### src/rtl/core/polar_rect_converter_unit_macros.svh
// assertion macros for the polar/rectangular converter
// expects clk and rst_n in the scope where a macro is used
`ifndef POLAR_RECT_CONVERTER_UNIT_MACROS_SVH
`define POLAR_RECT_CONVERTER_UNIT_MACROS_SVH

// consequent holds in the same cycle as the antecedent
`define PRC_ASSERT_SAME(label, ante, cons, msg) \
    label: assert property (@(posedge clk) disable iff (!rst_n) (ante) |-> (cons)) \
        else $error(msg);

// consequent holds in the cycle after the antecedent
`define PRC_ASSERT_NEXT(label, ante, cons, msg) \
    label: assert property (@(posedge clk) disable iff (!rst_n) (ante) |=> (cons)) \
        else $error(msg);

`endif

### src/rtl/core/prc_pkg.sv
`timescale 1ns / 1ps
// shared types, constants and the cordic arctangent table
// used by every module of the polar/rectangular converter
package prc_pkg;

    localparam int COORD_WIDTH_DEF = 16;
    localparam int ITERATIONS_DEF  = 16;
    localparam int ANGLE_WIDTH     = 16;
    // angle accumulator: 32-bit turn fraction plus a sign guard bit
    localparam int ZW              = 33;
    // datapath headroom above the coordinate width (16 fraction bits plus growth)
    localparam int GUARD_BITS      = 20;
    localparam int FRAC_BITS       = 16;
    // 1/K of the cordic in q30
    localparam logic [29:0] INV_GAIN_Q30 = 30'd652032874;

    typedef enum logic
    {
        CMD_TO_POLAR = 1'b0,
        CMD_TO_RECT  = 1'b1
    } prc_cmd_t;

    typedef struct packed
    {
        logic     valid;
        prc_cmd_t cmd;
        logic     origin;
    } prc_ctrl_t;

    typedef struct packed
    {
        logic skid_valid;
    } prc_stat_t;

    // atan(2^-i) in units of 2^-32 turn
    function automatic logic [31:0] atan_at(input int unsigned idx);
        logic [31:0] v;
        case (idx)
            0:       v = 32'h20000000;
            1:       v = 32'h12E4051E;
            2:       v = 32'h09FB385B;
            3:       v = 32'h051111D4;
            4:       v = 32'h028B0D43;
            5:       v = 32'h0145D7E1;
            6:       v = 32'h00A2F61E;
            7:       v = 32'h00517C55;
            8:       v = 32'h0028BE53;
            9:       v = 32'h00145F2F;
            10:      v = 32'h000A2F98;
            11:      v = 32'h000517CC;
            12:      v = 32'h00028BE6;
            13:      v = 32'h000145F3;
            14:      v = 32'h0000A2FA;
            15:      v = 32'h0000517D;
            16:      v = 32'h000028BE;
            17:      v = 32'h0000145F;
            18:      v = 32'h00000A30;
            19:      v = 32'h00000518;
            20:      v = 32'h0000028C;
            21:      v = 32'h00000146;
            22:      v = 32'h000000A3;
            23:      v = 32'h00000051;
            24:      v = 32'h00000029;
            25:      v = 32'h00000014;
            26:      v = 32'h0000000A;
            27:      v = 32'h00000005;
            28:      v = 32'h00000003;
            29:      v = 32'h00000001;
            30:      v = 32'h00000001;
            default: v = 32'h00000000;
        endcase
        return v;
    endfunction

endpackage

### src/rtl/core/prc_cell.sv
`timescale 1ns / 1ps
// one pipeline cell: a cordic micro-rotation and/or square-root digit step
// depends on prc_pkg for the arctangent table and control types
module prc_cell import prc_pkg::*;
#(
    parameter int CW        = COORD_WIDTH_DEF,
    parameter int DW        = COORD_WIDTH_DEF + GUARD_BITS,
    parameter int IDX       = 0,
    parameter bit ROTATE    = 1'b1,
    parameter bit ROOT_STEP = 1'b1
)
(
    input  logic                 clk,
    input  logic                 rst_n,
    input  logic                 pipe_en,
    input  prc_ctrl_t            ctrl_in,
    input  logic signed [DW-1:0] x_in,
    input  logic signed [DW-1:0] y_in,
    input  logic signed [ZW-1:0] z_in,
    input  logic [2*CW-1:0]      sq_in,
    input  logic [CW-1:0]        root_in,
    input  logic [CW+1:0]        rem_in,
    input  logic signed [CW-1:0] height_in,
    output prc_ctrl_t            ctrl_out,
    output logic signed [DW-1:0] x_out,
    output logic signed [DW-1:0] y_out,
    output logic signed [ZW-1:0] z_out,
    output logic [2*CW-1:0]      sq_out,
    output logic [CW-1:0]        root_out,
    output logic [CW+1:0]        rem_out,
    output logic signed [CW-1:0] height_out
);

    localparam logic signed [ZW-1:0] ATAN = {1'b0, atan_at(IDX)};

    prc_ctrl_t            ctrl_reg;
    logic signed [DW-1:0] x_reg,      x_next;
    logic signed [DW-1:0] y_reg,      y_next;
    logic signed [ZW-1:0] z_reg,      z_next;
    logic [2*CW-1:0]      sq_reg,     sq_next;
    logic [CW-1:0]        root_reg,   root_next;
    logic [CW+1:0]        rem_reg,    rem_next;
    logic signed [CW-1:0] height_reg;

    logic signed [DW-1:0] dx;
    logic signed [DW-1:0] dy;
    logic [CW+3:0]        cand;
    logic [CW+3:0]        trial;
    logic [CW+3:0]        diff;
    logic                 take;

    // micro-rotation: vectoring drives y to zero, rotation drives z to zero
    always_comb
    begin
        dx     = y_in >>> IDX;
        dy     = x_in >>> IDX;
        x_next = x_in;
        y_next = y_in;
        z_next = z_in;
        if (ROTATE)
        begin
            case (ctrl_in.cmd)
                CMD_TO_RECT:
                begin
                    if (!z_in[ZW-1])
                    begin
                        x_next = x_in - dx;
                        y_next = y_in + dy;
                        z_next = z_in - ATAN;
                    end
                    else
                    begin
                        x_next = x_in + dx;
                        y_next = y_in - dy;
                        z_next = z_in + ATAN;
                    end
                end
                default:
                begin
                    if (!y_in[DW-1])
                    begin
                        x_next = x_in + dx;
                        y_next = y_in - dy;
                        z_next = z_in + ATAN;
                    end
                    else
                    begin
                        x_next = x_in - dx;
                        y_next = y_in + dy;
                        z_next = z_in - ATAN;
                    end
                end
            endcase
        end
    end

    // restoring square root: one result bit from two operand bits
    always_comb
    begin
        cand      = {rem_in, sq_in[2*CW-1 -: 2]};
        trial     = {2'b00, root_in, 2'b01};
        diff      = cand - trial;
        take      = (cand >= trial);
        sq_next   = sq_in;
        root_next = root_in;
        rem_next  = rem_in;
        if (ROOT_STEP)
        begin
            sq_next   = {sq_in[2*CW-3:0], 2'b00};
            root_next = {root_in[CW-2:0], take};
            rem_next  = take ? diff[CW+1:0] : cand[CW+1:0];
        end
    end

    // control
    always_ff @(posedge clk or negedge rst_n)
    begin
        if (!rst_n)
        begin
            ctrl_reg <= '0;
        end
        else if (pipe_en)
        begin
            ctrl_reg <= ctrl_in;
        end
    end

    // payload
    always_ff @(posedge clk)
    begin
        if (pipe_en)
        begin
            x_reg      <= x_next;
            y_reg      <= y_next;
            z_reg      <= z_next;
            sq_reg     <= sq_next;
            root_reg   <= root_next;
            rem_reg    <= rem_next;
            height_reg <= height_in;
        end
    end

    assign ctrl_out   = ctrl_reg;
    assign x_out      = x_reg;
    assign y_out      = y_reg;
    assign z_out      = z_reg;
    assign sq_out     = sq_reg;
    assign root_out   = root_reg;
    assign rem_out    = rem_reg;
    assign height_out = height_reg;

endmodule

### config.mk
export PLATFORM = sky130hd
export DESIGN_NAME = prc_cell
export DESIGN_NICKNAME = d
export VERILOG_FILES = /design/src/rtl/core/polar_rect_converter_unit_macros.svh /design/src/rtl/core/prc_pkg.sv /design/src/rtl/core/prc_cell.sv
export SDC_FILE = /design/constraint.sdc
export NUM_CORES = 1
export LEC_CHECK = 0
export BUFFER_PORTS_ARGS = -buffer_cell sky130_fd_sc_hd__buf_2
export CAP_MARGIN = 25
export CELL_PAD_IN_SITES_DETAIL_PLACEMENT = 0
export CELL_PAD_IN_SITES_GLOBAL_PLACEMENT = 1
export CORE_ASPECT_RATIO = 0.8
export CORE_UTILIZATION = 43
export CTS_CLUSTER_SIZE = 14
export DETAILED_ROUTE_END_ITERATION = 10
export GPL_TIMING_DRIVEN = 1
export PLACE_DENSITY_LB_ADDON = 0.1
export SETUP_SLACK_MARGIN = 0.5
export SYNTH_ARGS = -nofsm -noshare
export SYNTH_HDL_FRONTEND = slang
export SYNTH_SLANG_ARGS = --single-unit
### constraint.sdc
create_clock -name clk -period 1.6 [get_ports clk]
set_input_delay 0.32 -clock clk [delete_from_list [all_inputs] [get_ports clk]]
set_output_delay 0.32 -clock clk [all_outputs]
set_load 0.005 [all_outputs]
* Word level (Yosys, flattened, before mapping)
Cells that the tools add are included.
Storage, ports and cells: output and inout bits 190, logic and storage cells 27, bits in registers 188, bits of input ports 193
Operators by class: $add $sub $neg 6, $lt $le $gt $ge 1, mux-type cells 10
Operator list (count):
- 2-to-1 mux 36 bit | 6
- 2-to-1 mux 33 bit | 3
- subtractor 36 bit | 2
- adder 36 bit | 1
- adder 33 x 31 -> 33 bit, second input constant | 1
- subtractor 33 x 31 -> 33 bit, second input constant | 1
- >= comparator 20 x 18 -> 1 bit | 1
- 2-to-1 mux 18 bit | 1
- subtractor 18 bit | 1

* Depth between registers and ports, before layout
depth after elaboration 3, depth in mapped cells 12

* Worst setup path after synthesis
OpenSTA, ideal clock, no wires.
path kind input port to flip-flop, from input port x_in[0], to register x_reg[34], in the netlist x_out[34] (data pin), setup slack -1.317 ns, stages 12, arrival 2.646 ns, required time 1.329 ns, path buffers 0, cells stage by stage ha_1 -> inv_1 -> fa_1 -> o21ba_1 -> or4_4 -> a21oi_4 -> nor3_2 -> o41ai_2 -> nand3_1 -> a211oi_1 -> nor4_1 -> xor2_1
Between the ends: cells in the longest elaborated chain, start to end 3, elaborated cells between the ends (all ways) 5, classes of those cells 2 x add/sub; 3 x mux
Ends and longest elaborated chain:
- start, declared | line prc_cell.sv:17 | input logic signed [DW-1:0] x_in,
- adder 36 bit / subtractor 36 bit (equally long branches)
- 2-to-1 mux 36 bit (on tied branches) | line prc_cell.sv:80, prc_cell.sv:65
- 2-to-1 mux 36 bit (*) | line prc_cell.sv:62 | case (ctrl_in.cmd)
- named net x_next[34] | line prc_cell.sv:37 | logic signed [DW-1:0] x_reg, x_next;
- end signal, assigned | line prc_cell.sv:133 | x_reg <= x_next;
- end, declared | line prc_cell.sv:37
The timed path passes the listed nets; every way through them passes the cells marked *. A chain may end at the register's enable or synchronous reset.

* Final worst setup path
from input port y_in[0], to register y_reg[28], in the netlist y_out[28] (data pin)
Between the ends: cells in the longest elaborated chain, start to end 3, elaborated cells between the ends (all ways) 5, classes of those cells 2 x add/sub; 3 x mux
Ends and longest elaborated chain:
- start, declared | line prc_cell.sv:18 | input logic signed [DW-1:0] y_in,
- subtractor 36 bit / adder 36 bit (equally long branches)
- 2-to-1 mux 36 bit (on tied branches) | line prc_cell.sv:80, prc_cell.sv:65
- 2-to-1 mux 36 bit (*) | line prc_cell.sv:62
- named net y_next[28] | line prc_cell.sv:38 | logic signed [DW-1:0] y_reg, y_next;
- end signal, assigned | line prc_cell.sv:134 | y_reg <= y_next;
- end, declared | line prc_cell.sv:38
Marked as above.

==> results_dict.tcl <==
set metrics [dict create \
    yosysTopAreaCell "edfxtp_1" \
    design_area_um2 22500 \
    synth_top_family_by_area "compound AO/OA/AOI/OAI gates" \
    area.sequential_um2 5600 \
    grt_max_degree 64 \
    die-height_um 160 \
    pwr_density_cell_nw_per_um2 818 \
    drive_above_1_share 0.548 \
    drc 0 \
    cts_buffer_depth 2 \
    dpl_cell_area_um2 19600 \
    ys_async_sr_fraction 0.0160 \
    cp.required_ps 1800 \
    grt_usage 0.322 \
    hold_class "input port to flop" \
    synth_compound_area_frac 0.215 \
    dr.pass1.iters 7 \
    clk_latency_ps 440 \
    vias 14300 \
    antenna_left 0 \
    path_clk_slew_ps 90 \
    synth_flop_cell "edfxtp_1" \
    drt_iter0_markers 1107 \
    fin_crit_sh 1.66 \
    synthXorXnorAreaFrac 0.0551 \
    die_x_um 199 \
    synth_warnings 0 \
    viasPerCell 5.33 \
    fp.coreArea_um2 30500 \
    ir_drop_mv 0.569 \
    finalSetupViolCount 82 \
    violations "negative setup slack" \
    htreeDepth 4 \
    start_util 0.438 \
    nFillCells 2203 \
    wirelength_um 52800 \
    antenna_found_initial 4 \
    power.static_leakage_nw 10.3 \
    finClkSkew_ps 0 \
    synth_edf_count 184 \
    ys_seq_area_frac 0.420 \
    gp_congestion 0.975 \
    synth_cell_types 86 \
    synth_seq_cells 187 \
    status "finished, violations left" \
    setup_tns_ps -55460 \
    fin_hold_ws_ps 31.6 \
    maxCapViolations 0 \
    nNetsFinal 2581 \
    critPathArrivalTime_ps 2850 \
    crit_path_start_kind "input port" \
    setup_ws_ps -1050 \
    critical_path_class "input port to flop" \
    grt_overflow 0 \
    endpoint_kind "flop" \
    min_period_ps 2650 \
    cts_sinks 187 \
    syn_avg_cell_area_um2 9.80 \
    grt_pass1_wl_um 77800 \
    clock.fmax_mhz 377 \
    multiInputGateArea_um2 8710 \
    hpwl_um 40500 \
    ios 383 \
    yosys-top-cells-area "edfxtp_1, ha_1, a21oi_1, xnor2_1, inv_1" \
    grt_pass1_vias 14000 \
    wl_per_cell_um 19.7 \
    layout_commonest_cell "buf_4" \
    slew_viol_final 0 \
    hold_viol_final 0 \
    cts_made_buffers 17 \
    synth_fa_ha_area_frac 0.124 \
    yosys.area_share.simple 0.113 \
    slew-limit-headroom 0.606 \
    power_mw 18.4 \
    critPathMaxFanout 3 \
    root_buffer "clkbuf_16" \
    synthCells 1362 \
    syn_area_um2 13300 \
    area_growth_pct 68.9 \
    io_buffers 380 \
    rsz0062_at_grt "yes" \
    synth_mux_area_frac 0.0172 \
    cts_tree "yes" \
    layout_common_cells "buf_4, buf_2, edfxtp_1" \
    rows 57 \
    die_area_um2 31800 \
    worst_pin_slew_ps 587 \
    yosysTopAreaCellShare 0.414 \
]
-- path summary, 6_finish.rpt --
check / startpoint / end / slack, ps / cells past startpoint
min: z_in[20] / z_out[20]$_DFFE_PP_ / 30 / 1
max: y_in[0] / y_out[28]$_DFFE_PP_ / -1050 / 14
min reg2reg: ctrl_out[2]$_DFFE_PN0P_ / ctrl_out[2]$_DFFE_PN0P_ / 520 / 1
max reg2reg: ctrl_out[1]$_DFFE_PN0P_ / ctrl_out[1]$_DFFE_PN0P_ / 830 / 1
max in group asynchronous: rst_n / ctrl_out[1]$_DFFE_PN0P_ / 1280 / 2
min in group asynchronous: rst_n / ctrl_out[0]$_DFFE_PN0P_ / 210 / 2
-- registers in the layout (all words and copies together) (netlist names) --
signal	cells
ctrl_out	3
height_out	16
rem_out	18
root_out	16
sq_out	30
x_out	36
y_out	35
z_out	33
-- report_power, final --
| group | internal (mW) | switching, mW | total (mW) |
|---|---|---|---|
| registers | 6.18 | 0.195 | 6.37 |
| clock network | 2.22 | 2.48 | 4.70 |
| logic | 3.67 | 3.70 | 7.37 |
-- metal layers --
layer | GRT usage | routed length (µm) | up-vias
met4 | 0.106 | 1490 | 2
met5 | 0 | 9 | -
met2 | 0.546 | 25900 | 612
met3 | 0.0525 | 3720 | 84
met1 | 0.415 | 21700 | 6881
li1 | - | - | 6734
-- final cells by class --
cell class,instances,area share
inverters,132,0.0242
flip-flops and latches,187,0.248
well taps,413,0.0229
diodes,3,0.000333
multi-input cells,989,0.386
repair buffers,931,0.289
clock inverters,15,0.00993
clock buffers,17,0.0189
-- metrics by stage --
stage,std cells,worst slack (ps),util
floorplan,1363,-1120,-
global placement,2584,-1490,0.645
detailed placement,2584,-1540,0.645
CTS,2657,-992,0.712
global route,2687,-1080,0.740
finish,2687,-1050,0.740
-- kinds of logic (layout without fill, tap and decap cells) --
family | after synthesis | after routing
adders and majority gates | 130 | 130
xor gates and xnor gates | 84 | 84
AOI/OAI and AO/OA | 440 | 441
other | 1 | 5
muxes | 22 | 22
and+or+nand+nor | 310 | 310
DFF | 187 | 187
buffers and inverters | 188 | 1095
-- timing repair --
item / in CTS / in global routing
pin swaps: 130 / 82
gates resized for setup: 240 / 131
setup endpoints to repair: 278 / 278
gates cloned: 1 / 1
hold buffers: 1 / 0
buffers inserted: 39 / 26
endpoints found under the hold margin: 3 / 0
-- cell usage after synthesis, drive strengths merged, types with 10 or more instances --
library cell  instances
edfxtp              184
a21oi               163
inv                 131
ha                  127
nor2                 94
o21ai                77
xnor2                71
nand2                69
nor3                 33
a21o                 29
clkbuf               29
o21bai               29
buf                  27
nand3                22
o21a                 18
nand2b               17
o31ai                17
a211oi               16
mux2i                15
nor2b                14
o211ai               14
a31oi                13
nand4                13
xor2                 13
a211o                12
nor4                 10
-- worst max-delay path: stages --
cell       delay [ps]
buf_6              90
ha_4              130
inv_2              40
fa_2              350
o21ba_4           210
or4_4             440
a21oi_4           220
nor3_4            100
nor3_2            190
o2111ai_2         200
buf_4             190
a21oi_4           140
o41ai_2            90
xnor2_1           140
Note: power is estimated with default switching activity, not from simulation.
