## src/rtl/core/polar_rect_converter_unit_macros.svh

```systemverilog
// assertion macros for the polar/rectangular converter
// expects clk and rst_n in the scope where a macro is used
`ifndef POLAR_RECT_CONVERTER_UNIT_MACROS_SVH
`define POLAR_RECT_CONVERTER_UNIT_MACROS_SVH

// consequent holds in the same cycle as the antecedent
`define PRC_ASSERT_SAME(label, ante, cons, msg) \
    label: assert property (@(posedge clk) disable iff (!rst_n) (ante) |-> (cons)) \
        else $error(msg);

// consequent holds in the cycle after the antecedent
`define PRC_ASSERT_NEXT(label, ante, cons, msg) \
    label: assert property (@(posedge clk) disable iff (!rst_n) (ante) |=> (cons)) \
        else $error(msg);

`endif

```

## src/rtl/core/prc_pkg.sv

```systemverilog
`timescale 1ns / 1ps
// shared types, constants and the cordic arctangent table
// used by every module of the polar/rectangular converter
package prc_pkg;

    localparam int COORD_WIDTH_DEF = 16;
    localparam int ITERATIONS_DEF  = 16;
    localparam int ANGLE_WIDTH     = 16;
    // angle accumulator: 32-bit turn fraction plus a sign guard bit
    localparam int ZW              = 33;
    // datapath headroom above the coordinate width (16 fraction bits plus growth)
    localparam int GUARD_BITS      = 20;
    localparam int FRAC_BITS       = 16;
    // 1/K of the cordic in q30
    localparam logic [29:0] INV_GAIN_Q30 = 30'd652032874;

    typedef enum logic
    {
        CMD_TO_POLAR = 1'b0,
        CMD_TO_RECT  = 1'b1
    } prc_cmd_t;

    typedef struct packed
    {
        logic     valid;
        prc_cmd_t cmd;
        logic     origin;
    } prc_ctrl_t;

    typedef struct packed
    {
        logic skid_valid;
    } prc_stat_t;

    // atan(2^-i) in units of 2^-32 turn
    function automatic logic [31:0] atan_at(input int unsigned idx);
        logic [31:0] v;
        case (idx)
            0:       v = 32'h20000000;
            1:       v = 32'h12E4051E;
            2:       v = 32'h09FB385B;
            3:       v = 32'h051111D4;
            4:       v = 32'h028B0D43;
            5:       v = 32'h0145D7E1;
            6:       v = 32'h00A2F61E;
            7:       v = 32'h00517C55;
            8:       v = 32'h0028BE53;
            9:       v = 32'h00145F2F;
            10:      v = 32'h000A2F98;
            11:      v = 32'h000517CC;
            12:      v = 32'h00028BE6;
            13:      v = 32'h000145F3;
            14:      v = 32'h0000A2FA;
            15:      v = 32'h0000517D;
            16:      v = 32'h000028BE;
            17:      v = 32'h0000145F;
            18:      v = 32'h00000A30;
            19:      v = 32'h00000518;
            20:      v = 32'h0000028C;
            21:      v = 32'h00000146;
            22:      v = 32'h000000A3;
            23:      v = 32'h00000051;
            24:      v = 32'h00000029;
            25:      v = 32'h00000014;
            26:      v = 32'h0000000A;
            27:      v = 32'h00000005;
            28:      v = 32'h00000003;
            29:      v = 32'h00000001;
            30:      v = 32'h00000001;
            default: v = 32'h00000000;
        endcase
        return v;
    endfunction

endpackage

```

## src/rtl/core/prc_prep.sv

```systemverilog
`timescale 1ns / 1ps
// input conditioning: squares, gain pre-scale, quadrant fold, cordic seed
// two register stages; depends on prc_pkg
module prc_prep import prc_pkg::*;
#(
    parameter int CW = COORD_WIDTH_DEF,
    parameter int DW = COORD_WIDTH_DEF + GUARD_BITS
)
(
    input  logic                   clk,
    input  logic                   rst_n,
    input  logic                   pipe_en,
    input  logic                   in_valid,
    input  prc_cmd_t               cmd,
    input  logic signed [CW-1:0]   coord_x,
    input  logic signed [CW-1:0]   coord_y,
    input  logic [CW-1:0]          radius,
    input  logic [ANGLE_WIDTH-1:0] angle,
    input  logic signed [CW-1:0]   height,
    output prc_ctrl_t              ctrl_out,
    output logic signed [DW-1:0]   x_out,
    output logic signed [DW-1:0]   y_out,
    output logic signed [ZW-1:0]   z_out,
    output logic [2*CW-1:0]        sq_out,
    output logic signed [CW-1:0]   height_out
);

    // stage a registers
    prc_ctrl_t              ctrl_a_reg,   ctrl_a_next;
    logic [2*CW-1:0]        sx2_a_reg,    sx2_a_next;
    logic [2*CW-1:0]        sy2_a_reg,    sy2_a_next;
    logic signed [CW:0]     ax_a_reg,     ax_a_next;
    logic signed [CW:0]     ay_a_reg,     ay_a_next;
    logic                   half_a_reg,   half_a_next;
    logic [CW+29:0]         rg_a_reg,     rg_a_next;
    logic                   fold_a_reg,   fold_a_next;
    logic [31:0]            za_a_reg,     za_a_next;
    logic signed [CW-1:0]   height_a_reg;

    // stage b registers
    prc_ctrl_t              ctrl_b_reg,   ctrl_b_next;
    logic signed [DW-1:0]   x_b_reg,      x_b_next;
    logic signed [DW-1:0]   y_b_reg,      y_b_next;
    logic signed [ZW-1:0]   z_b_reg,      z_b_next;
    logic [2*CW-1:0]        sq_b_reg,     sq_b_next;
    logic signed [CW-1:0]   height_b_reg;

    logic signed [CW:0]     x_ext;
    logic signed [CW:0]     y_ext;
    logic signed [2*CW-1:0] px;
    logic signed [2*CW-1:0] py;
    logic [31:0]            a_full;
    logic signed [DW-1:0]   xg;

    // stage a: squares, gain product, negate for left half plane, fold angle
    always_comb
    begin
        x_ext           = {coord_x[CW-1], coord_x};
        y_ext           = {coord_y[CW-1], coord_y};
        a_full          = {angle, 16'h0000};
        ctrl_a_next.valid  = in_valid;
        ctrl_a_next.cmd    = cmd;
        ctrl_a_next.origin = (coord_x == '0) && (coord_y == '0);
        // full-width signed products
        px              = coord_x * coord_x;
        py              = coord_y * coord_y;
        sx2_a_next      = $unsigned(px);
        sy2_a_next      = $unsigned(py);
        half_a_next     = coord_x[CW-1];
        ax_a_next       = half_a_next ? -x_ext : x_ext;
        ay_a_next       = half_a_next ? -y_ext : y_ext;
        rg_a_next       = radius * INV_GAIN_Q30;
        fold_a_next     = (a_full[31:30] == 2'b01) || (a_full[31:30] == 2'b10);
        za_a_next       = fold_a_next ? {~a_full[31], a_full[30:0]} : a_full;
    end

    // stage b: sum of squares and cordic start vector
    always_comb
    begin
        xg          = {{(DW-CW-16){1'b0}}, rg_a_reg[CW+29:14]};
        ctrl_b_next = ctrl_a_reg;
        sq_b_next   = sx2_a_reg + sy2_a_reg;
        case (ctrl_a_reg.cmd)
            CMD_TO_RECT:
            begin
                x_b_next = fold_a_reg ? -xg : xg;
                y_b_next = '0;
                z_b_next = {za_a_reg[31], za_a_reg};
            end
            default:
            begin
                x_b_next = {{(DW-CW-17){ax_a_reg[CW]}}, ax_a_reg, 16'h0000};
                y_b_next = {{(DW-CW-17){ay_a_reg[CW]}}, ay_a_reg, 16'h0000};
                z_b_next = {1'b0, half_a_reg, 31'h0};
            end
        endcase
    end

    // valid bits
    always_ff @(posedge clk or negedge rst_n)
    begin
        if (!rst_n)
        begin
            ctrl_a_reg <= '0;
            ctrl_b_reg <= '0;
        end
        else if (pipe_en)
        begin
            ctrl_a_reg <= ctrl_a_next;
            ctrl_b_reg <= ctrl_b_next;
        end
    end

    // payload
    always_ff @(posedge clk)
    begin
        if (pipe_en)
        begin
            sx2_a_reg    <= sx2_a_next;
            sy2_a_reg    <= sy2_a_next;
            ax_a_reg     <= ax_a_next;
            ay_a_reg     <= ay_a_next;
            half_a_reg   <= half_a_next;
            rg_a_reg     <= rg_a_next;
            fold_a_reg   <= fold_a_next;
            za_a_reg     <= za_a_next;
            height_a_reg <= height;
            x_b_reg      <= x_b_next;
            y_b_reg      <= y_b_next;
            z_b_reg      <= z_b_next;
            sq_b_reg     <= sq_b_next;
            height_b_reg <= height_a_reg;
        end
    end

    assign ctrl_out   = ctrl_b_reg;
    assign x_out      = x_b_reg;
    assign y_out      = y_b_reg;
    assign z_out      = z_b_reg;
    assign sq_out     = sq_b_reg;
    assign height_out = height_b_reg;

endmodule

```

## config.mk

```make
export PLATFORM = sky130hd
export DESIGN_NAME = prc_prep
export DESIGN_NICKNAME = d
export VERILOG_FILES = /design/src/rtl/core/polar_rect_converter_unit_macros.svh /design/src/rtl/core/prc_pkg.sv /design/src/rtl/core/prc_prep.sv
export SDC_FILE = /design/constraint.sdc
export NUM_CORES = 2
export LEC_CHECK = 0
export BUFFER_PORTS_ARGS = -buffer_cell sky130_fd_sc_hd__buf_2
export CORE_MARGIN = 2
export CORE_UTILIZATION = 46
export CTS_BUF_LIST = sky130_fd_sc_hd__clkbuf_8
export CTS_CLUSTER_SIZE = 12
export DETAILED_ROUTE_END_ITERATION = 10
export HOLD_SLACK_MARGIN = 0.02
export SYNTH_ARGS = -nofsm -noshare
export SYNTH_HDL_FRONTEND = slang
export SYNTH_SLANG_ARGS = --single-unit
export TNS_END_PERCENT = 5
```

## constraint.sdc

```tcl
create_clock -name clk -period 5.26 [get_ports clk]
set_input_delay 0.789 -clock clk [delete_from_list [all_inputs] [get_ports clk]]
set_output_delay 0.789 -clock clk [all_outputs]
set_load 0.03 [all_outputs]
```

### Word level (Yosys, flattened, before mapping)

Cells that the tools add are included.

| cells by class | value |
|---|---|
| add/sub/neg operators | 4 |
| multipliers | 3 |
| equality and inequality tests | 2 |
| mux-type cells | 6 |
| bitwise operators | 1 |
| reduce and logical (&&, ||, !) cells | 4 |

Operators with widths:

| operator | number |
|---|---|
| $mux W36 | 2 |
| $mul A16 B16 Y32 | 2 |
| $mux W32 | 2 |
| $mul A16 B29 Y45 const B | 1 |
| $neg A32 Y36 | 1 |
| $neg A16 Y17 | 2 |
| $add A32 B32 Y32 | 1 |
| $logic_not A16 Y1 | 2 |
| $mux W17 | 1 |
| $mux W15 | 1 |
| $eq A2 B1 Y1 const B | 1 |
| $eq A2 B2 Y1 const B | 1 |
| $logic_and A1 B1 Y1 | 1 |
| $logic_or A1 B1 Y1 | 1 |
| $not A1 Y1 | 1 |

| word-level totals | value |
|---|---|
| register bits | 349 |
| input port bits | 85 |
| output and inout bits | 156 |
| word-level logic and storage cells | 44 |

### Logic depth before layout (Yosys ltp)

| logic depth | value |
|---|---|
| depth after elaboration | 3 |
| depth in mapped cells | 26 |
| mapped depth without buffers | 24 |

### Least setup slack after synthesis

Ideal clock, no wire load.

| path | value |
|---|---|
| kind | input -> register |
| from | in coord_x[15] |
| to | reg sx2_a_reg[30] (data pin) |
| setup time | 0.258 ns |
| data arrival time | 6.848 ns |
| data required time | 5.002 ns |
| path slack | -1.845 ns |
| cell stages on the path | 23 |
| path buffers | 3 |
| cells stage by stage | clkbuf_1 -> inv_1 -> clkbuf_1 -> clkbuf_1 -> nor2_1 -> fa_1 -> fa_1 -> fa_1 -> fa_1 -> fa_1 -> inv_1 -> fa_1 -> inv_1 -> ha_1 -> and3_1 -> a221oi_1 -> nor2b_1 -> nor2_1 -> o21ai_0 -> a41oi_1 -> o21ai_0 -> a21oi_1 -> xnor2_1 |

| on the way | value |
|---|---|
| word-level cells in the longest chain between the ends | 1 |

RTL lines:

| item | line | source |
|---|---|---|
| start, declared | prc_prep.sv:15 | `input logic signed [CW-1:0] coord_x,` |
| $mul A16 B16 Y32 | prc_prep.sv:65 | `px = coord_x * coord_x;` |
| named net px[30] | prc_prep.sv:50 | `logic signed [2*CW-1:0] px;` |
| end signal, assigned | prc_prep.sv:119 | `sx2_a_reg <= sx2_a_next;` |
| end, declared | prc_prep.sv:30 | `logic [2*CW-1:0] sx2_a_reg, sx2_a_next;` |

The timed path passes the listed nets, and every way through them passes these cells.
A chain may end at the register's enable or synchronous reset.

### Final worst setup path

| path | value |
|---|---|
| from | in radius[1] |
| to | reg rg_a_reg[44] (data pin) |

| on the way | value |
|---|---|
| word-level cells in the longest chain between the ends | 1 |

RTL lines:

| item | line | source |
|---|---|---|
| start, declared | prc_prep.sv:17 | `input logic [CW-1:0] radius,` |
| $mul A16 B29 Y45 | prc_prep.sv:72 | `rg_a_next = radius * INV_GAIN_Q30;` |
| named net rg_a_next[44] | prc_prep.sv:35 | `logic [CW+29:0] rg_a_reg, rg_a_next;` |
| end signal, assigned | prc_prep.sv:124 | `rg_a_reg <= rg_a_next;` |
| end, declared | prc_prep.sv:35 |  |

The timed path passes the listed nets, and every way through them passes these cells.

==> out/qor.csv <==
metric,value,unit
status,"complete, but fails checks",
failing checks,negative setup slack,
DR WL/cell,16.2,um
Place WS,-1610,ps
Die W,288,um
worst slew pin tran,937,ps
Fmax achieved,0.168,GHz
DRC Markers,0,
crit-path cells,buf_6 > fa_2 > fa_1 > inv_2 > fa_1 > fa_1 > fa_1 > fa_1 > inv_2 > ha_4 > a21o_1 > a2111o_1 > o22ai_4 > o2111ai_4 > a211oi_2 > o21ai_2 > a2111o_1 > a2111o_1 > o311ai_1,
Core ar.,80300,um^2
worst reg2reg setup slack,1500,ps
final worst slack,-685,ps
Most Crowded Layer GR,met2,
sequential fraction of the synthesis area,0.229,
CTS Sinks,284,
"Reg clk slew, reported paths",60,ps
Worst R2R Start,sy2_a_reg[8],
die area,83100,um^2
crit path from,radius[1],
max reg flops,36,
"commonest non-fill, non-tap cell in the layout",inv_1,
Final Hold Fails,0,
Finish-stage setup viols,61,
DR pass1 iterations,7,
area grow syn2layout,22.8,%
initial drt markers,1237,
Yosys reg bits,284,
placed cell area,43800,um^2
"Top cell by count, worst path",fa_1,
Clock Skew,41.2,ps
Post-synth top flop,edfxtp_1,
depth of the worst hold-timing path,1,
Hold Path Class,in2reg,
Initial Utilization,0.463,
crit path capture type,flip-flop,
gr usage total,0.220,
synthesized instance count,3533,
# port buffers,208,
CTS max path bufs,3,
initial antenna violation count,2,
met1 global-route usage,0.318,
Buf/Inv on CP,3,
Congestion Overflow GR,0,
Worst Path Max Fanout,3,
"antenna viol nets, final",0,
Critical Path Source Type,input port,
min-delay src,height[12],
root buf cell,clkbuf_8,
Die Height,288,um
asr flop ratio synth,0.0211,
# rows,104,
Max-slew headroom,0.376,
HPWL Detailed,74900,um
grt met3 use,0.0291,
Yosys cell types,66,
H-tree lvl count,2,
Final Slew Violations,0,
Clock Latency Late Sink,610,ps
Syn Std Cell Area,37200,um^2
vias per cell,4.73,
Post-Layout Inst Area,45700,um^2
hold worst-path end,height_a_reg[12],
Vias,25500,
r2r endpoint,sq_out[31],
critical path class,in2reg,
CTS tree,built,
Tcrit/Tclk final,1.13,
max cap viols,0,
mean post-synth cell area,10.5,um^2
RSZ-0062 raised after global routing,true,
Top Family by Delay on Critical Path,adder cells,
met2 GRT Util,0.354,
critical path data arrival time,6350,ps
Tmin final,5950,ps
synth warn,0,
CP max-delay cell,fa_1,
TritonCTS Buffers,50,
largest net degree at the start of global routing,104,
first-pass GRT wire length,143000,um
final WL,87300,um
number of placed I/O pins,241,
GPL Wtd Cong,0.932,
vias in the first global route,27200,
"Req. time, crit path",5660,ps
CP peak stage delay,570,ps
most frequent cells in the layout,"inv_1 (948), fa_1 (632), buf_4 (573)",
Post-synth EDFFs,278,
layout cell share with drive strength beyond 1,0.243,
"Net count, final",5383,
path depth of the worst reg2reg path,10,
## final cells by class
class / instances / area, um^2
antenna: 3 / 7.51
timing repair buffer: 790 / 5720
inverter: 956 / 3610
clock buffer: 51 / 702
multi-input combinational: 2204 / 25500
tap: 1060 / 1330
sequential: 284 / 8500
fill: 7048 / 34600
clock inverter: 40 / 294
## through the flow
stage / util / std cells / TNS (ps) / hold slack (ps)
floorplan: - / 3565 / -43560 / 400
global placement: 0.545 / 5286 / -72770 / 401
detailed placement: 0.545 / 5286 / -76070 / 405
CTS: 0.564 / 5383 / -19460 / 311
global route: 0.569 / 5386 / -30980 / 326
finish: 0.569 / 5388 / -20660 / 366
## per-layer routing
layer | vias up | wire (um) | part of all wire
met5 | - | 0 | 0
met2 | 416 | 41100 | 0.47
li1 | 12300 | - | -
met3 | 74 | 3830 | 0.044
met1 | 12700 | 40700 | 0.47
met4 | 0 | 1650 | 0.019
## timing repair
item                                    4_1_cts  5_1_grt
gates cloned                                  0        0
gates resized for setup                     121      102
endpoints found under the setup margin       66       69
hold buffers                                  1        0
pin swaps                                    43       34
endpoints found under the hold margin         6        0
setup buffers                                 5        2
## Yosys cell counts, types with 4 or more instances
| library cell | number | area [um^2] |
|---|---|---|
| xnor2_1 | 141 | 1230 |
| o21ai_0 | 64 | 320 |
| o21bai_1 | 14 | 105 |
| and3_1 | 12 | 75.1 |
| o41ai_1 | 5 | 43.8 |
| o21a_1 | 14 | 105 |
| nand3_1 | 25 | 125 |
| nor2b_1 | 27 | 169 |
| or3_1 | 19 | 119 |
| buf_1 | 5 | 18.8 |
| nor3_1 | 21 | 105 |
| or2_2 | 12 | 75.1 |
| a21oi_1 | 96 | 480 |
| ha_1 | 359 | 4490 |
| nor2_1 | 143 | 537 |
| dfrtp_1 | 6 | 150 |
| or4_1 | 4 | 30.0 |
| fa_1 | 653 | 13100 |
| a21o_1 | 50 | 375 |
| clkinv_1 | 4 | 15.0 |
| nand2_1 | 223 | 837 |
| edfxtp_1 | 278 | 8350 |
| o31ai_1 | 20 | 150 |
| a211oi_1 | 12 | 90.1 |
| a2111o_1 | 4 | 45.0 |
| a31oi_1 | 6 | 37.5 |
| o211ai_1 | 5 | 37.5 |
| clkbuf_1 | 80 | 300 |
| a21boi_0 | 4 | 30.0 |
| nand2b_1 | 16 | 100 |
| a31o_2 | 9 | 78.8 |
| inv_1 | 951 | 3570 |
| nand4_1 | 11 | 68.8 |
| and2_1 | 95 | 594 |
| buf_4 | 35 | 263 |
| mux2_2 | 7 | 78.8 |
| nor4_1 | 6 | 37.5 |
| xor2_1 | 55 | 482 |
## worst max path at each step
stage	cells past startpoint	to
2_1_floorplan	25	sy2_a_reg[31]
3_3_place_gp	25	sy2_a_reg[30]
3_5_place_dp	25	sy2_a_reg[30]
4_1_cts	19	rg_a_reg[44]
5_1_grt	21	rg_a_reg[45]
6_report	19	rg_a_reg[44]
## worst register-to-register path, delay by kind of cell, from the launching register on
| family | cells | cell delay (ps) |
|---|---|---|
| adders and majority gates | 1 | 360 |
| AOI/OAI and AO/OA | 8 | 2630 |
| xor gates and xnor gates | 1 | 90 |
| DFF | 1 | 430 |
## cell families (layout without fill, tap and decap cells)
group	count (synthesis)	after routing	share of synthesized area
XOR/XNOR	196	196	0.0462
AND/OR/NAND/NOR	620	620	0.0786
AO/OA/AOI/OAI	334	334	0.0589
other	1	36	0.000101
multiplexers	9	9	0.00266
buffers and inverters	1077	1837	0.112
flip-flops	284	284	0.229
adder cells (fa/ha/maj)	1012	1012	0.473
Power is not shown: default switching activity piles up to over one toggle a cycle in this logic, so the estimate is an artifact.
