===== config.mk =====
export PLATFORM = sky130hd
export DESIGN_NAME = prc_post
export DESIGN_NICKNAME = d
export VERILOG_FILES = /design/src/rtl/core/polar_rect_converter_unit_macros.svh /design/src/rtl/core/prc_pkg.sv /design/src/rtl/core/prc_post.sv
export SDC_FILE = /design/constraint.sdc
export NUM_CORES = 1
export LEC_CHECK = 0
export ABC_CLOCK_PERIOD_IN_PS = 6630
export BUFFER_PORTS_ARGS = -buffer_cell sky130_fd_sc_hd__buf_2
export CAP_MARGIN = 20
export CORE_MARGIN = 2
export CORE_UTILIZATION = 30
export CTS_CLUSTER_SIZE = 8
export DETAILED_ROUTE_END_ITERATION = 8
export PLACE_DENSITY = 0.55
export SLEW_MARGIN = 20
export SYNTH_ARGS = -nofsm -noshare
export SYNTH_HDL_FRONTEND = slang
export SYNTH_SLANG_ARGS = --single-unit
export TNS_END_PERCENT = 1

===== constraint.sdc =====
create_clock -name clk -period 6.63 [get_ports clk]
set_input_delay 0 -clock clk [delete_from_list [all_inputs] [get_ports clk]]
set_output_delay 0 -clock clk [all_outputs]
set_load 0.02 [all_outputs]

===== src/rtl/core/polar_rect_converter_unit_macros.svh =====
// assertion macros for the polar/rectangular converter
// expects clk and rst_n in the scope where a macro is used
`ifndef POLAR_RECT_CONVERTER_UNIT_MACROS_SVH
`define POLAR_RECT_CONVERTER_UNIT_MACROS_SVH

// consequent holds in the same cycle as the antecedent
`define PRC_ASSERT_SAME(label, ante, cons, msg) \
    label: assert property (@(posedge clk) disable iff (!rst_n) (ante) |-> (cons)) \
        else $error(msg);

// consequent holds in the cycle after the antecedent
`define PRC_ASSERT_NEXT(label, ante, cons, msg) \
    label: assert property (@(posedge clk) disable iff (!rst_n) (ante) |=> (cons)) \
        else $error(msg);

`endif


===== src/rtl/core/prc_pkg.sv =====
`timescale 1ns / 1ps
// shared types, constants and the cordic arctangent table
// used by every module of the polar/rectangular converter
package prc_pkg;

    localparam int COORD_WIDTH_DEF = 16;
    localparam int ITERATIONS_DEF  = 16;
    localparam int ANGLE_WIDTH     = 16;
    // angle accumulator: 32-bit turn fraction plus a sign guard bit
    localparam int ZW              = 33;
    // datapath headroom above the coordinate width (16 fraction bits plus growth)
    localparam int GUARD_BITS      = 20;
    localparam int FRAC_BITS       = 16;
    // 1/K of the cordic in q30
    localparam logic [29:0] INV_GAIN_Q30 = 30'd652032874;

    typedef enum logic
    {
        CMD_TO_POLAR = 1'b0,
        CMD_TO_RECT  = 1'b1
    } prc_cmd_t;

    typedef struct packed
    {
        logic     valid;
        prc_cmd_t cmd;
        logic     origin;
    } prc_ctrl_t;

    typedef struct packed
    {
        logic skid_valid;
    } prc_stat_t;

    // atan(2^-i) in units of 2^-32 turn
    function automatic logic [31:0] atan_at(input int unsigned idx);
        logic [31:0] v;
        case (idx)
            0:       v = 32'h20000000;
            1:       v = 32'h12E4051E;
            2:       v = 32'h09FB385B;
            3:       v = 32'h051111D4;
            4:       v = 32'h028B0D43;
            5:       v = 32'h0145D7E1;
            6:       v = 32'h00A2F61E;
            7:       v = 32'h00517C55;
            8:       v = 32'h0028BE53;
            9:       v = 32'h00145F2F;
            10:      v = 32'h000A2F98;
            11:      v = 32'h000517CC;
            12:      v = 32'h00028BE6;
            13:      v = 32'h000145F3;
            14:      v = 32'h0000A2FA;
            15:      v = 32'h0000517D;
            16:      v = 32'h000028BE;
            17:      v = 32'h0000145F;
            18:      v = 32'h00000A30;
            19:      v = 32'h00000518;
            20:      v = 32'h0000028C;
            21:      v = 32'h00000146;
            22:      v = 32'h000000A3;
            23:      v = 32'h00000051;
            24:      v = 32'h00000029;
            25:      v = 32'h00000014;
            26:      v = 32'h0000000A;
            27:      v = 32'h00000005;
            28:      v = 32'h00000003;
            29:      v = 32'h00000001;
            30:      v = 32'h00000001;
            default: v = 32'h00000000;
        endcase
        return v;
    endfunction

endpackage


===== src/rtl/core/prc_post.sv =====
`timescale 1ns / 1ps
// result stage: radius rounding, angle rounding, coordinate saturation,
// output register with skid buffer; depends on prc_pkg
module prc_post import prc_pkg::*;
#(
    parameter int CW = COORD_WIDTH_DEF,
    parameter int DW = COORD_WIDTH_DEF + GUARD_BITS,
    parameter int TW = ((4 * COORD_WIDTH_DEF + ANGLE_WIDTH + 7) / 8) * 8
)
(
    input  logic                 clk,
    input  logic                 rst_n,
    input  logic                 pipe_en,
    input  prc_ctrl_t            ctrl_in,
    input  logic signed [DW-1:0] x_in,
    input  logic signed [DW-1:0] y_in,
    input  logic signed [ZW-1:0] z_in,
    input  logic [CW-1:0]        root_in,
    input  logic [CW+1:0]        rem_in,
    input  logic signed [CW-1:0] height_in,
    output logic                 m_tvalid,
    input  logic                 m_tready,
    output logic [TW-1:0]        m_tdata,
    output prc_stat_t            stat
);

    localparam int PW = 4 * CW + ANGLE_WIDTH;
    localparam int SW = DW - FRAC_BITS;
    localparam logic signed [SW-1:0] SAT_HI = {{(SW-CW+1){1'b0}}, {(CW-1){1'b1}}};
    localparam logic signed [SW-1:0] SAT_LO = {{(SW-CW+1){1'b1}}, {(CW-1){1'b0}}};
    localparam logic signed [DW-1:0] HALF_LSB = {{(DW-FRAC_BITS){1'b0}}, 1'b1,
                                                 {(FRAC_BITS-1){1'b0}}};

    logic                 out_valid_reg,  out_valid_next;
    logic [PW-1:0]        out_data_reg,   out_data_next;
    logic                 skid_valid_reg, skid_valid_next;
    logic [PW-1:0]        skid_data_reg,  skid_data_next;

    logic                 in_fire;
    logic [PW-1:0]        result;
    logic signed [DW-1:0] xr;
    logic signed [DW-1:0] yr;
    logic signed [SW-1:0] xs;
    logic signed [SW-1:0] ys;
    logic [CW-1:0]        sat_x;
    logic [CW-1:0]        sat_y;
    logic [CW-1:0]        rad;
    logic [31:0]          ang_sum;
    logic [CW-1:0]        res_x;
    logic [CW-1:0]        res_y;
    logic [CW-1:0]        res_rad;
    logic [ANGLE_WIDTH-1:0] res_ang;

    assign in_fire = ctrl_in.valid && pipe_en;

    // round and pack the result of the last cell
    always_comb
    begin
        xr      = x_in + HALF_LSB;
        yr      = y_in + HALF_LSB;
        xs      = xr[DW-1:FRAC_BITS];
        ys      = yr[DW-1:FRAC_BITS];
        sat_x   = (xs > SAT_HI) ? SAT_HI[CW-1:0] : ((xs < SAT_LO) ? SAT_LO[CW-1:0] : xs[CW-1:0]);
        sat_y   = (ys > SAT_HI) ? SAT_HI[CW-1:0] : ((ys < SAT_LO) ? SAT_LO[CW-1:0] : ys[CW-1:0]);
        rad     = (rem_in > {2'b00, root_in}) ? root_in + 1'b1 : root_in;
        ang_sum = z_in[31:0] + 32'h0000_8000;
        case (ctrl_in.cmd)
            CMD_TO_RECT:
            begin
                res_x   = sat_x;
                res_y   = sat_y;
                res_rad = '0;
                res_ang = '0;
            end
            default:
            begin
                res_x   = '0;
                res_y   = '0;
                res_rad = rad;
                res_ang = ctrl_in.origin ? '0 : ang_sum[31:16];
            end
        endcase
        result = {height_in, res_ang, res_rad, res_y, res_x};
    end

    // output register and skid buffer
    always_comb
    begin
        out_valid_next  = out_valid_reg;
        out_data_next   = out_data_reg;
        skid_valid_next = skid_valid_reg;
        skid_data_next  = skid_data_reg;
        if (!out_valid_reg || m_tready)
        begin
            if (skid_valid_reg)
            begin
                out_valid_next  = 1'b1;
                out_data_next   = skid_data_reg;
                skid_valid_next = 1'b0;
            end
            else
            begin
                out_valid_next = in_fire;
                out_data_next  = result;
            end
        end
        else if (in_fire)
        begin
            skid_valid_next = 1'b1;
            skid_data_next  = result;
        end
    end

    always_ff @(posedge clk or negedge rst_n)
    begin
        if (!rst_n)
        begin
            out_valid_reg  <= 1'b0;
            skid_valid_reg <= 1'b0;
        end
        else
        begin
            out_valid_reg  <= out_valid_next;
            skid_valid_reg <= skid_valid_next;
        end
    end

    always_ff @(posedge clk)
    begin
        out_data_reg  <= out_data_next;
        skid_data_reg <= skid_data_next;
    end

    assign m_tvalid        = out_valid_reg;
    assign m_tdata         = TW'(out_data_reg);
    assign stat.skid_valid = skid_valid_reg;

endmodule


# Word level (Yosys, flattened, before mapping)
# Cells that the tools add are included.
# Widths: inputs -> output; s select.
classes:
  addsub: 4
  order_cmp: 5
  muxes: 14
  bitwise: 1
  n_reduce_logical: 5
ops:
  columns: ["op", "n"]
  rows:
  - ["$mux 16", 10]
  - ["$mux 80", 1]
  - ["$add 36x17->36 const B", 2]
  - ["$gt 20x16->1 const B", 2]
  - ["$lt 20x16->1 const B", 2]
  - ["$add 32x16->32 const B", 1]
  - ["$gt 18x16->1", 1]
  - ["$add 16x1->16 const B", 1]
  - ["$mux 1", 3]
  - ["$reduce_and 2->1", 1]
  - ["$reduce_bool 2->1", 1]
  - ["$logic_and 1x1->1", 1]
  - ["$logic_not 1->1", 1]
  - ["$logic_or 1x1->1", 1]
  - ["$not 1->1", 1]
totals:
  reg_bits: 162
  in_bits: 162
  out_inout_bits: 82
  wordCells: 33

# Depth between registers and ports, before layout
# Gate-level depths: netlist of the first run.
logic_depth:
  depth_word: 6
  mapped_depth: 11
  mapped_depth_nobuf: 9

# Worst setup path before layout of the first run
# No wires, ideal clock.
synth_path:
  path_kind: "register to register"
  from: "register out_valid_reg (netlist: m_tvalid)"
  to: "register skid_data_reg[0] (enable)"
  setup_ns: 0.521
  t_arrival_ns: 5.918
  required_ns: 6.109
  setup_slack_ns: 0.191
  stages_incl_launch_ff: 3
  n_path_buf: 0
  synth_period_minus_slack_ns: 6.439
  path_cell_list: "dfrtp_1 -> nand2b_1 -> nor2_1"
synth_via:
  elab_chain_cells: 4
synth_rtl:
  columns: ["element", "line", "source"]
  rows:
  - ["start: declaration", "prc_post.sv:34", "logic out_valid_reg, out_valid_next;"]
  - ["start signal: assignment", "prc_post.sv:123", "out_valid_reg <= out_valid_next;"]
  - ["$logic_not 1->1", "prc_post.sv:93", "if (!out_valid_reg || m_tready)"]
  - ["$logic_or 1x1->1", "prc_post.sv:93", null]
  - ["$not 1->1 (no source line)", null, null]
  - ["$reduce_and 2->1 (no source line)", null, null]
  - ["end signal: assignment", "prc_post.sv:131", "skid_data_reg <= skid_data_next;"]
  - ["end: declaration", "prc_post.sv:37", "logic [PW-1:0] skid_data_reg, skid_data_next;"]
# No other way between the ends.
# A chain may end at the register's enable or synchronous reset.

# Worst setup path after layout of the first run
layout_path:
  from: "input port y_in[19]"
  to: "register out_data_reg[18] (netlist: m_tdata[18]) (data pin)"
layout_via:
  elab_chain_cells: 6
  word_cells_on_any_way: 7
  classes_between: "add/sub: 1; order compare: 2; mux: 4"
layout_rtl:
  columns: ["element", "line", "source"]
  rows:
  - ["start: declaration", "prc_post.sv:16", "input logic signed [DW-1:0] y_in,"]
  - ["$add 36x17->36 *", "prc_post.sv:60", "yr = y_in + HALF_LSB;"]
  - ["$lt 20x16->1", "prc_post.sv:64", "sat_y = (ys > SAT_HI) ? SAT_HI[CW-1:0] : ((ys < SAT_LO) ? SAT_LO[CW-1:0] : ys[CW-1:0]);"]
  - ["$mux 16", "prc_post.sv:64", null]
  - ["$mux 16 *", "prc_post.sv:64", null]
  - ["$mux 16 *", "prc_post.sv:67", "case (ctrl_in.cmd)"]
  - ["$mux 80 *", "prc_post.sv:95", "if (skid_valid_reg)"]
  - ["end signal: assignment", "prc_post.sv:130", "out_data_reg <= out_data_next;"]
  - ["end: declaration", "prc_post.sv:35", "logic [PW-1:0] out_data_reg, out_data_next;"]
# Every way passes the cells marked *; elsewhere a longest branch is shown, timed or not.

==> results of run 1 <==
## cell usage in the layout (no fill, tap or decap), drive strengths merged, types with 3 or more instances in the layout
cell / netlist / final
buf: 9 / 200
o31ai: 18 / 18
nand4: 20 / 20
dlygate4sd3: 0 / 36
inv: 26 / 35
a31oi: 3 / 3
a21boi: 4 / 4
edfxtp: 160 / 160
o21a: 8 / 8
clkbuf: 24 / 17
a21o: 4 / 4
o21ai: 57 / 57
and4: 4 / 4
xnor2: 40 / 40
nor3: 10 / 10
xor2: 24 / 24
a21oi: 11 / 11
nand2b: 5 / 5
nor4: 8 / 8
mux2: 17 / 17
and3: 18 / 18
nand2: 91 / 91
ha: 20 / 20
or2: 4 / 4
nand3: 39 / 39
o211ai: 14 / 14
nor2: 66 / 66
## tightest hold or removal path, stage by stage
cell and delay, ps:
buf_2 130, mux2i_1 100, nor2_1 90
## synthesized netlist by cell type, drive strengths merged (2+ instances only)
master	number	area, sq um
o31ai	18	135
buf	9	68.8
o21ai	57	285
clkbuf	24	90.1
nand4	20	131
ha	20	250
nor2	66	253
edfxtp	160	4800
nor4	8	68.8
a211o	2	17.5
nand2b	5	38.8
xor2	24	210
mux2	17	191
a21oi	11	55.1
a31oi	3	18.8
o211ai	14	155
and2	2	12.5
or2	4	25.0
nand3	39	213
nor3	10	50.1
xnor2	40	350
nor2b	2	12.5
o21a	8	60.1
dfrtp	2	50.1
a21boi	4	30.0
nand2	91	342
a21o	4	30.0
and3	18	113
a41oi	2	17.5
and4	4	35.0
inv	26	97.6
## area by class of cell
type	instances	area [sq um]
clock buffers	17	425
clock inverters	15	185
fillers	2734	17000
inverters	26	97.6
multi-input cells	514	3320
flip-flops and latches	162	4860
well taps	378	473
repair buffers	236	1370
## worst paths after layout
| kind | slack, ps | end | depth (start not counted) | start |
|---|---|---|---|---|
| min in group asynchronous | 430 | stat | 3 | rst_n |
| worst min-delay path | 10 | skid_data_reg[33] | 3 | root_in[1] |
| worst min register to register | 520 | m_tdata[15] | 2 | skid_data_reg[15] |
| worst max register to register | 4070 | skid_data_reg[15] | 3 | m_tvalid |
| worst max-delay path | 3840 | m_tdata[18] | 9 | y_in[19] |
| max in group asynchronous | 6060 | stat | 3 | rst_n |
## power by group
part | total, mW | switching, mW | internal [mW]
registers | 1.24 | 0.0221 | 1.21
logic | 0.408 | 0.261 | 0.147
clock network | 1.04 | 0.464 | 0.575
total | 2.68 | 0.747 | 1.93
## logic make-up (layout without fill, tap and decap cells)
family	after synthesis	in the layout
flip-flops	162	162
XOR/XNOR	64	64
AO/OA/AOI/OAI	139	139
adder cells (fa/ha/maj)	20	20
multiplexers	18	18
buffers and inverters	59	294
AND/OR/NAND/NOR	273	273
## metal layers
| metal | vias to the layer above | track usage, % | routed length (microns) |
|---|---|---|---|
| li1 | 3175 | - | - |
| met1 | 3019 | 19.1 | 9790 |
| met2 | 199 | 24.6 | 10200 |
| met3 | 17 | 2.76 | 1230 |
| met4 | 2 | 4.42 | 281 |
| met5 | - | 0 | 13 |
## timing repair
action / in CTS / in global routing
hold endpoints to repair: 52 / 0
hold buffers: 36 / 0
setup buffers: 0 / 0
## metrics by stage
step	utilization (%)	worst slack (ps)	instance area (sq um)	hold WS (ps)	power (mW)
after floorplan	-	191	8420	-296	1.50
after detailed placement	35.2	3590	9760	-211	1.66
after global placement	35.2	3640	9760	-213	1.65
final	38.7	3840	10700	10.6	2.68
after global routing	38.7	3560	10700	25.7	2.79
after CTS	38.7	3820	10700	0.156	2.72
==> impl_metrics.yaml, run 1 <==
detailed_routing:
  drt_wl_total_microns: 21500
  dr.pass1.iters: 4
  wire_per_inst_microns: 15.9
  vias: 6412
  viasPerCell: 4.76
  drtIter0Drc: 426
  drc: 0
  ant_nets: 0
timing:
  rsz0062_at_grt: "false"
  finalHoldViolCount: 0
  max_freq_ghz: 0.358
  max_slew_margin_pct: 40.6
  fin_skew_ps: 14.1
  tns_ps: 0
  finalCritPeriodShare_pct: 42.1
  worst_pin_slew_ps: 887
  setup_viol: 0
  drv_slew: 0
  period_minus_slack_ps: 2790
grt:
  antenna_found_initial: 1
  grt_pass1_wl_microns: 33400
  grt_pass1_vias: 6276
  overflow: 0
  grt_usage_pct: 14.6
  grt_max_degree: 61
clocking:
  cts_buffers: 17
  cts_sinks: 162
  cts_htree_levels: 4
  clk_pin_slew_ps: 70
  root_buffer: "clkbuf_16"
  cts_tree: "done"
  clockBufferDepth: 2
  cts_resized: 0
  worstSkewPairLatency_ps: 430
worst_setup_path:
  required_ps: 6750
  cp.arrival_ps: 2910
  crit_path_end_kind: "register"
  crit_family: "simple AND/OR/NAND/NOR gates"
  crit_chain: "dlygate4sd3_1 -> buf_2 -> nand4_1 -> nor4_2 -> nand4_1 -> xnor2_1 -> o21bai_2 -> nand2b_1 -> o211ai_1"
  cp_slowest_cell: "nand2b_1"
  path_buf_inv: 2
  cpPeakStageDelay_ps: 710
  crit_path_start_kind: "input port"
  criticalPathCategory: "input port to register"
  worst_path_most_repeated_cell: "nand4_1"
  crit_fanout: 14
synth:
  synth_fa_ha_area_share_pct: 2.97
  ys.flop_type: "edfxtp_1"
  ys_types: 64
  synthSimpleGateAreaFrac_pct: 15.8
  async_reset_ff_share_pct: 1.23
  synth_area_sq_mm: 0.00842
  netlist_instances: 735
  synthMuxAreaShare_pct: 2.39
  synth_top_family_by_area: "simple AND/OR/NAND/NOR gates"
  yosys_warnings: 0
  synth_xor_area_share_pct: 6.66
  syn_avg_cell_area_sq_um: 11.4
  yosysSeqAreaShare_pct: 57.7
  synth_compound_area_share_pct: 11.4
  syn_nets: 917
  synth_edf_count: 160
  ys_seq_elements: 162
power_and_ir_drop:
  power_density_mw_per_mm2: 250
  irDropWorstVdd_uv: 148
  leakagePower_nw: 4.15
layout:
  area_delta_synth_final_pct: 27.5
  diodes: 0
  drive_above_1_share_pct: 28.6
  nets: 1139
  fin_cells: 1348
floorplanning:
  num_rows: 61
  die_h_microns: 171
  die_area_sq_mm: 0.0294
  core_area_sq_mm: 0.0277
  floorplan.initialDensity_pct: 30.4
  die_x_microns: 171
  ios: 244
flow_run:
  maxCapViolations: 0
outcome:
  outcome: "finished clean"
worst_hold_path:
  hp-class: "input port to register"
place:
  dpl.hpwl_microns: 14900
  gp_congestion: 0.872
  placedCellCount: 1280
  port_buffers: 197
No activity file was read; power rests on OpenSTA's default activity.
==> run 2, diff against run 1 <==
- ABC_AREA: not set -> 1
- ABC_CLOCK_PERIOD_IN_PS: 6630 -> 2880
- PLACE_DENSITY: 0.55 -> 0.53
- clock period: 6.63 -> 2.88 ns (I/O delays scaled with it)
==> run 2 against run 1 <==
Die area up 6.1%; clock power up 120%; non-clock buffer count up 2; highest routed layer is now met4; critical path type unchanged; total power up 130%; sequential power up 130%; hold slack better by 15 ps; combinational power up 140%; routed wire length up 9.1%; final area up 4.3%; critical path depth up 4; global-route usage up 0.66 points.
==> impl_metrics.yaml, run 2 <==
outcome:
  outcome: "finished clean"
timing:
  drv_slew: 0
  fin_skew_ps: 11.3
  max_freq_ghz: 0.423
  max_slew_margin_pct: 48.6
  rsz0062_at_grt: "false"
  finalHoldViolCount: 0
  period_minus_slack_ps: 2370
  tns_ps: 0
  finalCritPeriodShare_pct: 82.1
  setup_viol: 0
  worst_pin_slew_ps: 769
worst_hold_path:
  hp-class: "input port to register"
synth:
  ys_seq_elements: 162
  synth_top_area_share_pct: 53.7
  yosys_warnings: 0
  syn_nets: 1204
  synth_edf_count: 160
  syn_avg_cell_area_sq_um: 8.75
  ys.flop_type: "edfxtp_1"
  synth.most_common_cell: "nand2_1"
  netlist_instances: 1022
  async_reset_ff_share_pct: 1.23
  yosysSeqAreaShare_pct: 54.3
  synth.area.top_cells: "edfxtp_1, nand2_1, nand3_1"
  ys_types: 32
  synth_area_sq_mm: 0.00894
  synth_common_cells: "nand2_1, edfxtp_1, nand3_1, nor2_1, inv_1"
  synth_top_cell_by_area: "edfxtp_1"
worst_setup_path:
  rrSetupSlack_ps: 780
  crit_path_end_kind: "register"
  crit_path_start_kind: "input port"
  criticalPathCategory: "input port to register"
  crit_fanout: 16
  cp.arrival_ps: 2550
  required_ps: 3060
power_and_ir_drop:
  p_comb_share_pct: 16.4
  leakagePower_nw: 5.08
  intPower_mw: 4.29
  power_density_mw_per_mm2: 545
  swShare_pct: 29.6
  irDropWorstVdd_uv: 344
  p_clk_share_pct: 36.9
  p_seq_share_pct: 46.7
  power_switching_mw: 1.80
detailed_routing:
  drc: 0
  viasPerCell: 4.53
  vias: 7440
  wire_per_inst_microns: 14.3
  drt_wl_total_microns: 23400
  drtIter0Drc: 459
  ant_nets: 0
  dr.pass1.iters: 5
clocking:
  cts_buffers: 17
  clockBufferDepth: 2
  postCtsSetupBuffers: 0
  cts_tree: "done"
  cts_resized: 0
  cts_htree_levels: 4
  worstSkewPairLatency_ps: 420
  root_buffer: "clkbuf_16"
  cts_sinks: 162
  clk_pin_slew_ps: 70
layout:
  nets: 1421
  drive_above_1_share_pct: 21.8
  fillCellCount: 3100
  area_delta_synth_final_pct: 25.1
  fin_cells: 1642
  diodes: 0
  final_cell_mix: "nand2_1, buf_2, edfxtp_1"
  final_common_cell: "nand2_1"
place:
  dpl.hpwl_microns: 16500
  placedCellCount: 1582
  port_buffers: 197
  gp_congestion: 0.876
grt:
  grt_pass1_vias: 7361
  grt_max_degree: 61
  grt_pass1_wl_microns: 37800
  overflow: 0
  antenna_found_initial: 0
  grt_usage_pct: 15.3
floorplanning:
  ios: 244
  die_h_microns: 177
  floorplan.initialDensity_pct: 30.3
  die_area_sq_mm: 0.0312
  die_x_microns: 177
  core_area_sq_mm: 0.0295
  num_rows: 63
flow_run:
  maxCapViolations: 0
[run 2: cell count changes after synthesis, sizes merged, moves of 13 or more]
cell,change
nand3,+53
nand2,+305
nor2,+16
a21oi,+49
mux2,-17
and3,-16
xnor2,-31
inv,+45
o21ai,-39
o211ai,-13
o31ai,-17
[run 2: kinds of logic (layout without fill, tap and decap cells)]
family                     count (synthesis)  in the layout  share of synthesized area (%)
xor gates and xnor gates                  40             40                           3.92
buffers and inverters                    111            341                           5.65
and+or+nand+nor                          602            602                           28.2
DFF                                      162            162                           54.3
adders and majority gates                 20             20                           2.80
AOI/OAI and AO/OA                         87             87                           5.14
[run 2: path summary, 6_finish.rpt]
path,end,depth (start not counted),startpoint
worst max-delay path,m_tdata[38],13,root_in[9]
worst min-delay path,skid_data_reg[50],3,z_in[18]
worst max register to register,stat,4,stat
worst min register to register,m_tdata[15],2,skid_data_reg[15]
max in group asynchronous,stat,3,rst_n
min in group asynchronous,stat,3,rst_n
[run 2: critical path: stages]
cell           delay (ps)
dlygate4sd3_1         540
buf_2                 140
inv_1                  90
ha_1                  310
nand2_1                60
nor2_1                150
inv_1                  70
nor3_1                190
nand4_2               140
nand2_1               420
o21ai_0               240
nand3_1               120
nand2_1                50
[run 2: final cells by class]
class	instances	area, sq um	share of cell area [%]
Inverter	71	267	2.38
Timing Repair Buffer	238	1390	12.4
Sequential cell	162	4860	43.4
Clock buffer	17	425	3.80
Clock inverter	15	165	1.48
Tap cell	390	488	4.36
Multi-Input combinational cell	749	3600	32.2
[run 2: layer usage]
metal	up-vias	wire (microns)	track usage, %
li1	3842	-	-
met1	3395	11300	20.5
met2	188	10900	25.4
met3	15	999	2.73
met4	0	235	4.13
met5	-	0	0
[run 2: metrics by stage]
step	util (%)	hold WS, ps	power (mW)	instance area (sq um)	worst slack [ps]
floorplan	-	-296	3.49	8960	114
global placement	35.0	-213	3.88	10300	671
detailed placement	35.0	-210	3.88	10300	659
CTS	37.9	0.102	6.18	11200	559
global route	37.9	23.5	6.39	11200	220
finish	37.9	26.0	6.10	11200	515
[run 2: power by group through the flow]
| stage | combinational [mW] | clock (mW) | sequential, mW |
|---|---|---|---|
| after floorplan | 0.420 | 0 | 3.07 |
| after global placement | 0.978 | 0 | 2.90 |
| after detailed placement | 0.984 | 0 | 2.90 |
| after CTS | 1.02 | 2.32 | 2.85 |
| after global routing | 1.12 | 2.41 | 2.86 |
| final | 0.999 | 2.25 | 2.85 |
[run 2: what timing repair did]
action	CTS	global route
endpoints found under the setup margin	0	0
hold endpoints to repair	44	0
hold buffers	28	0
==> run 3, diff against run 2 <==
- ABC_CLOCK_PERIOD_IN_PS: 2880 -> 2400
- clock period: 2.88 -> 2.4 ns (I/O delays scaled with it)
==> run 3 against run 2 <==
Hold slack got worse by 2.3 ps; via count did not move; setup slack lost 190 ps; global-route usage about the same; first-iteration DRC count increased by 6.5%; clock skew is 2.6 ps higher; routed wire length rose by 0.19%; largest power group unchanged.
==> impl_metrics.yaml, run 3 (synthesis results as in run 2) <==
outcome:
  outcome: "finished clean"
grt:
  grt_max_degree: 51
  antenna_found_initial: 0
  grt_usage_pct: 15.3
  grt_pass1_wl_microns: 37700
  overflow: 0
  grt_pass1_vias: 7350
worst_setup_path:
  cpPeakStageDelay_ps: 530
  crit_path_end_kind: "register"
  cp.arrival_ps: 2250
  required_ps: 2570
  worst_path_most_repeated_cell: "nand2_1"
  crit_fanout: 16
  crit_chain: "dlygate4sd3_1 -> buf_2 -> inv_1 -> ha_1 -> nand2_1 -> nor2_1 -> inv_1 -> nor3_1 -> nand4_2 -> buf_4 -> a21oi_1 -> nor2_1 -> nand2_1 -> nand2_1"
  crit_path_start_kind: "input port"
  path_buf_inv: 5
  cp_slowest_cell: "dlygate4sd3_1"
  criticalPathCategory: "input port to register"
  crit_family: "buffers and inverters"
clocking:
  postCtsSetupBuffers: 0
  clockBufferDepth: 2
  cts_tree: "done"
  cts_htree_levels: 4
  worstSkewPairLatency_ps: 430
  root_buffer: "clkbuf_16"
  cts_buffers: 17
  cts_sinks: 162
  clk_pin_slew_ps: 70
power_and_ir_drop:
  p_clk_share_pct: 37.7
  swShare_pct: 29.2
  power_density_mw_per_mm2: 658
  p_seq_share_pct: 46.0
  irDropWorstVdd_uv: 412
  power_switching_mw: 2.17
  power_mw: 7.44
  intPower_mw: 5.27
  leakagePower_nw: 5.12
  p_comb_share_pct: 16.4
layout:
  design_area_sq_mm: 0.0113
  area_delta_synth_final_pct: 26.4
  postLayoutCoreUtil_pct: 38.3
  fin_cells: 1645
  diodes: 0
  drive_above_1_share_pct: 22.2
  final_cell_mix: "nand2_1, buf_2, edfxtp_1"
  final_common_cell: "nand2_1"
  nets: 1424
timing:
  rsz0062_at_grt: "false"
  worst_pin_slew_ps: 765
  finalCritPeriodShare_pct: 86.5
  period_minus_slack_ps: 2080
  setup_viol: 0
  holdWs_ps: 23.7
  finalHoldViolCount: 0
  worst_slack_ps: 324
  max_freq_ghz: 0.482
  max_slew_margin_pct: 48.8
  drv_slew: 0
  fin_skew_ps: 13.9
  tns_ps: 0
detailed_routing:
  viasPerCell: 4.52
  wire_per_inst_microns: 14.3
  drtIter0Drc: 489
  vias: 7440
  ant_nets: 0
  drc: 0
  dr.pass1.iters: 9
  drt_wl_total_microns: 23500
place:
  gp_congestion: 0.848
  port_buffers: 197
  place_area_sq_mm: 0.0104
  placedCellCount: 1585
  dp_slack_ps: 302
  dpl.hpwl_microns: 16400
floorplanning:
  num_rows: 63
  die_h_microns: 177
  die_area_sq_mm: 0.0312
  core_area_sq_mm: 0.0295
  ios: 244
  die_x_microns: 177
  floorplan.initialDensity_pct: 30.3
worst_hold_path:
  hp-class: "input port to register"
flow_run:
  maxCapViolations: 0
-- run 3: cell types whose count changed in the layout (fill, tap and decap cells not counted), moves of 2 or more --
cell,before,now
buf_12,2,7
buf_4,11,9
clkinv_4,4,2
inv_6,2,4
-- run 3: layer usage --
layer | global-route usage, % | vias up | part of all wire, %
li1 | - | 3847 | -
met1 | 20.2 | 3395 | 47
met2 | 25.7 | 179 | 48
met3 | 2.90 | 19 | 4.1
met4 | 3.86 | 0 | 1.2
met5 | 0 | - | 0
-- run 3: final cells by class --
cell class / count / area [sq um]
clock buffers: 17 / 425
fillers: 3071 / 18200
repair buffers: 241 / 1470
inverters: 71 / 267
well taps: 390 / 488
multi-input cells: 749 / 3610
clock inverters: 15 / 184
flip-flops and latches: 162 / 4860
-- run 3: timing repair --
action                     CTS  global route
hold buffers                28             0
setup endpoints to repair    0            17
resized for setup            0             2
hold endpoints to repair    44             0
-- run 3: path summary, 6_finish.rpt --
check / from / to / slack (ps) / cells past startpoint
worst max-delay path: root_in[9] / m_tdata[32] / 320 / 14
worst min-delay path: z_in[26] / skid_data_reg[58] / 20 / 5
worst max register to register: stat / m_tvalid / 760 / 4
worst min register to register: skid_data_reg[34] / m_tdata[34] / 510 / 2
max in group asynchronous: rst_n / stat / 1790 / 3
min in group asynchronous: rst_n / m_tvalid / 470 / 3
-- run 3: power by group through the flow --
stage | Sequential (mW) | Combinational [mW] | Clock (mW)
finish | 3.42 | 1.22 | 2.80
global route | 3.44 | 1.36 | 2.99
CTS | 3.42 | 1.24 | 2.88
detailed placement | 3.48 | 1.19 | 0
global placement | 3.48 | 1.19 | 0
floorplan | 3.69 | 0.505 | 0
-- run 3: worst reg2reg max path: stages (launching register included) --
cell and delay [ps]:
dfrtp_2 500, buf_12 220, a21oi_1 150, dlygate4sd3_1 590
nand2_1 50
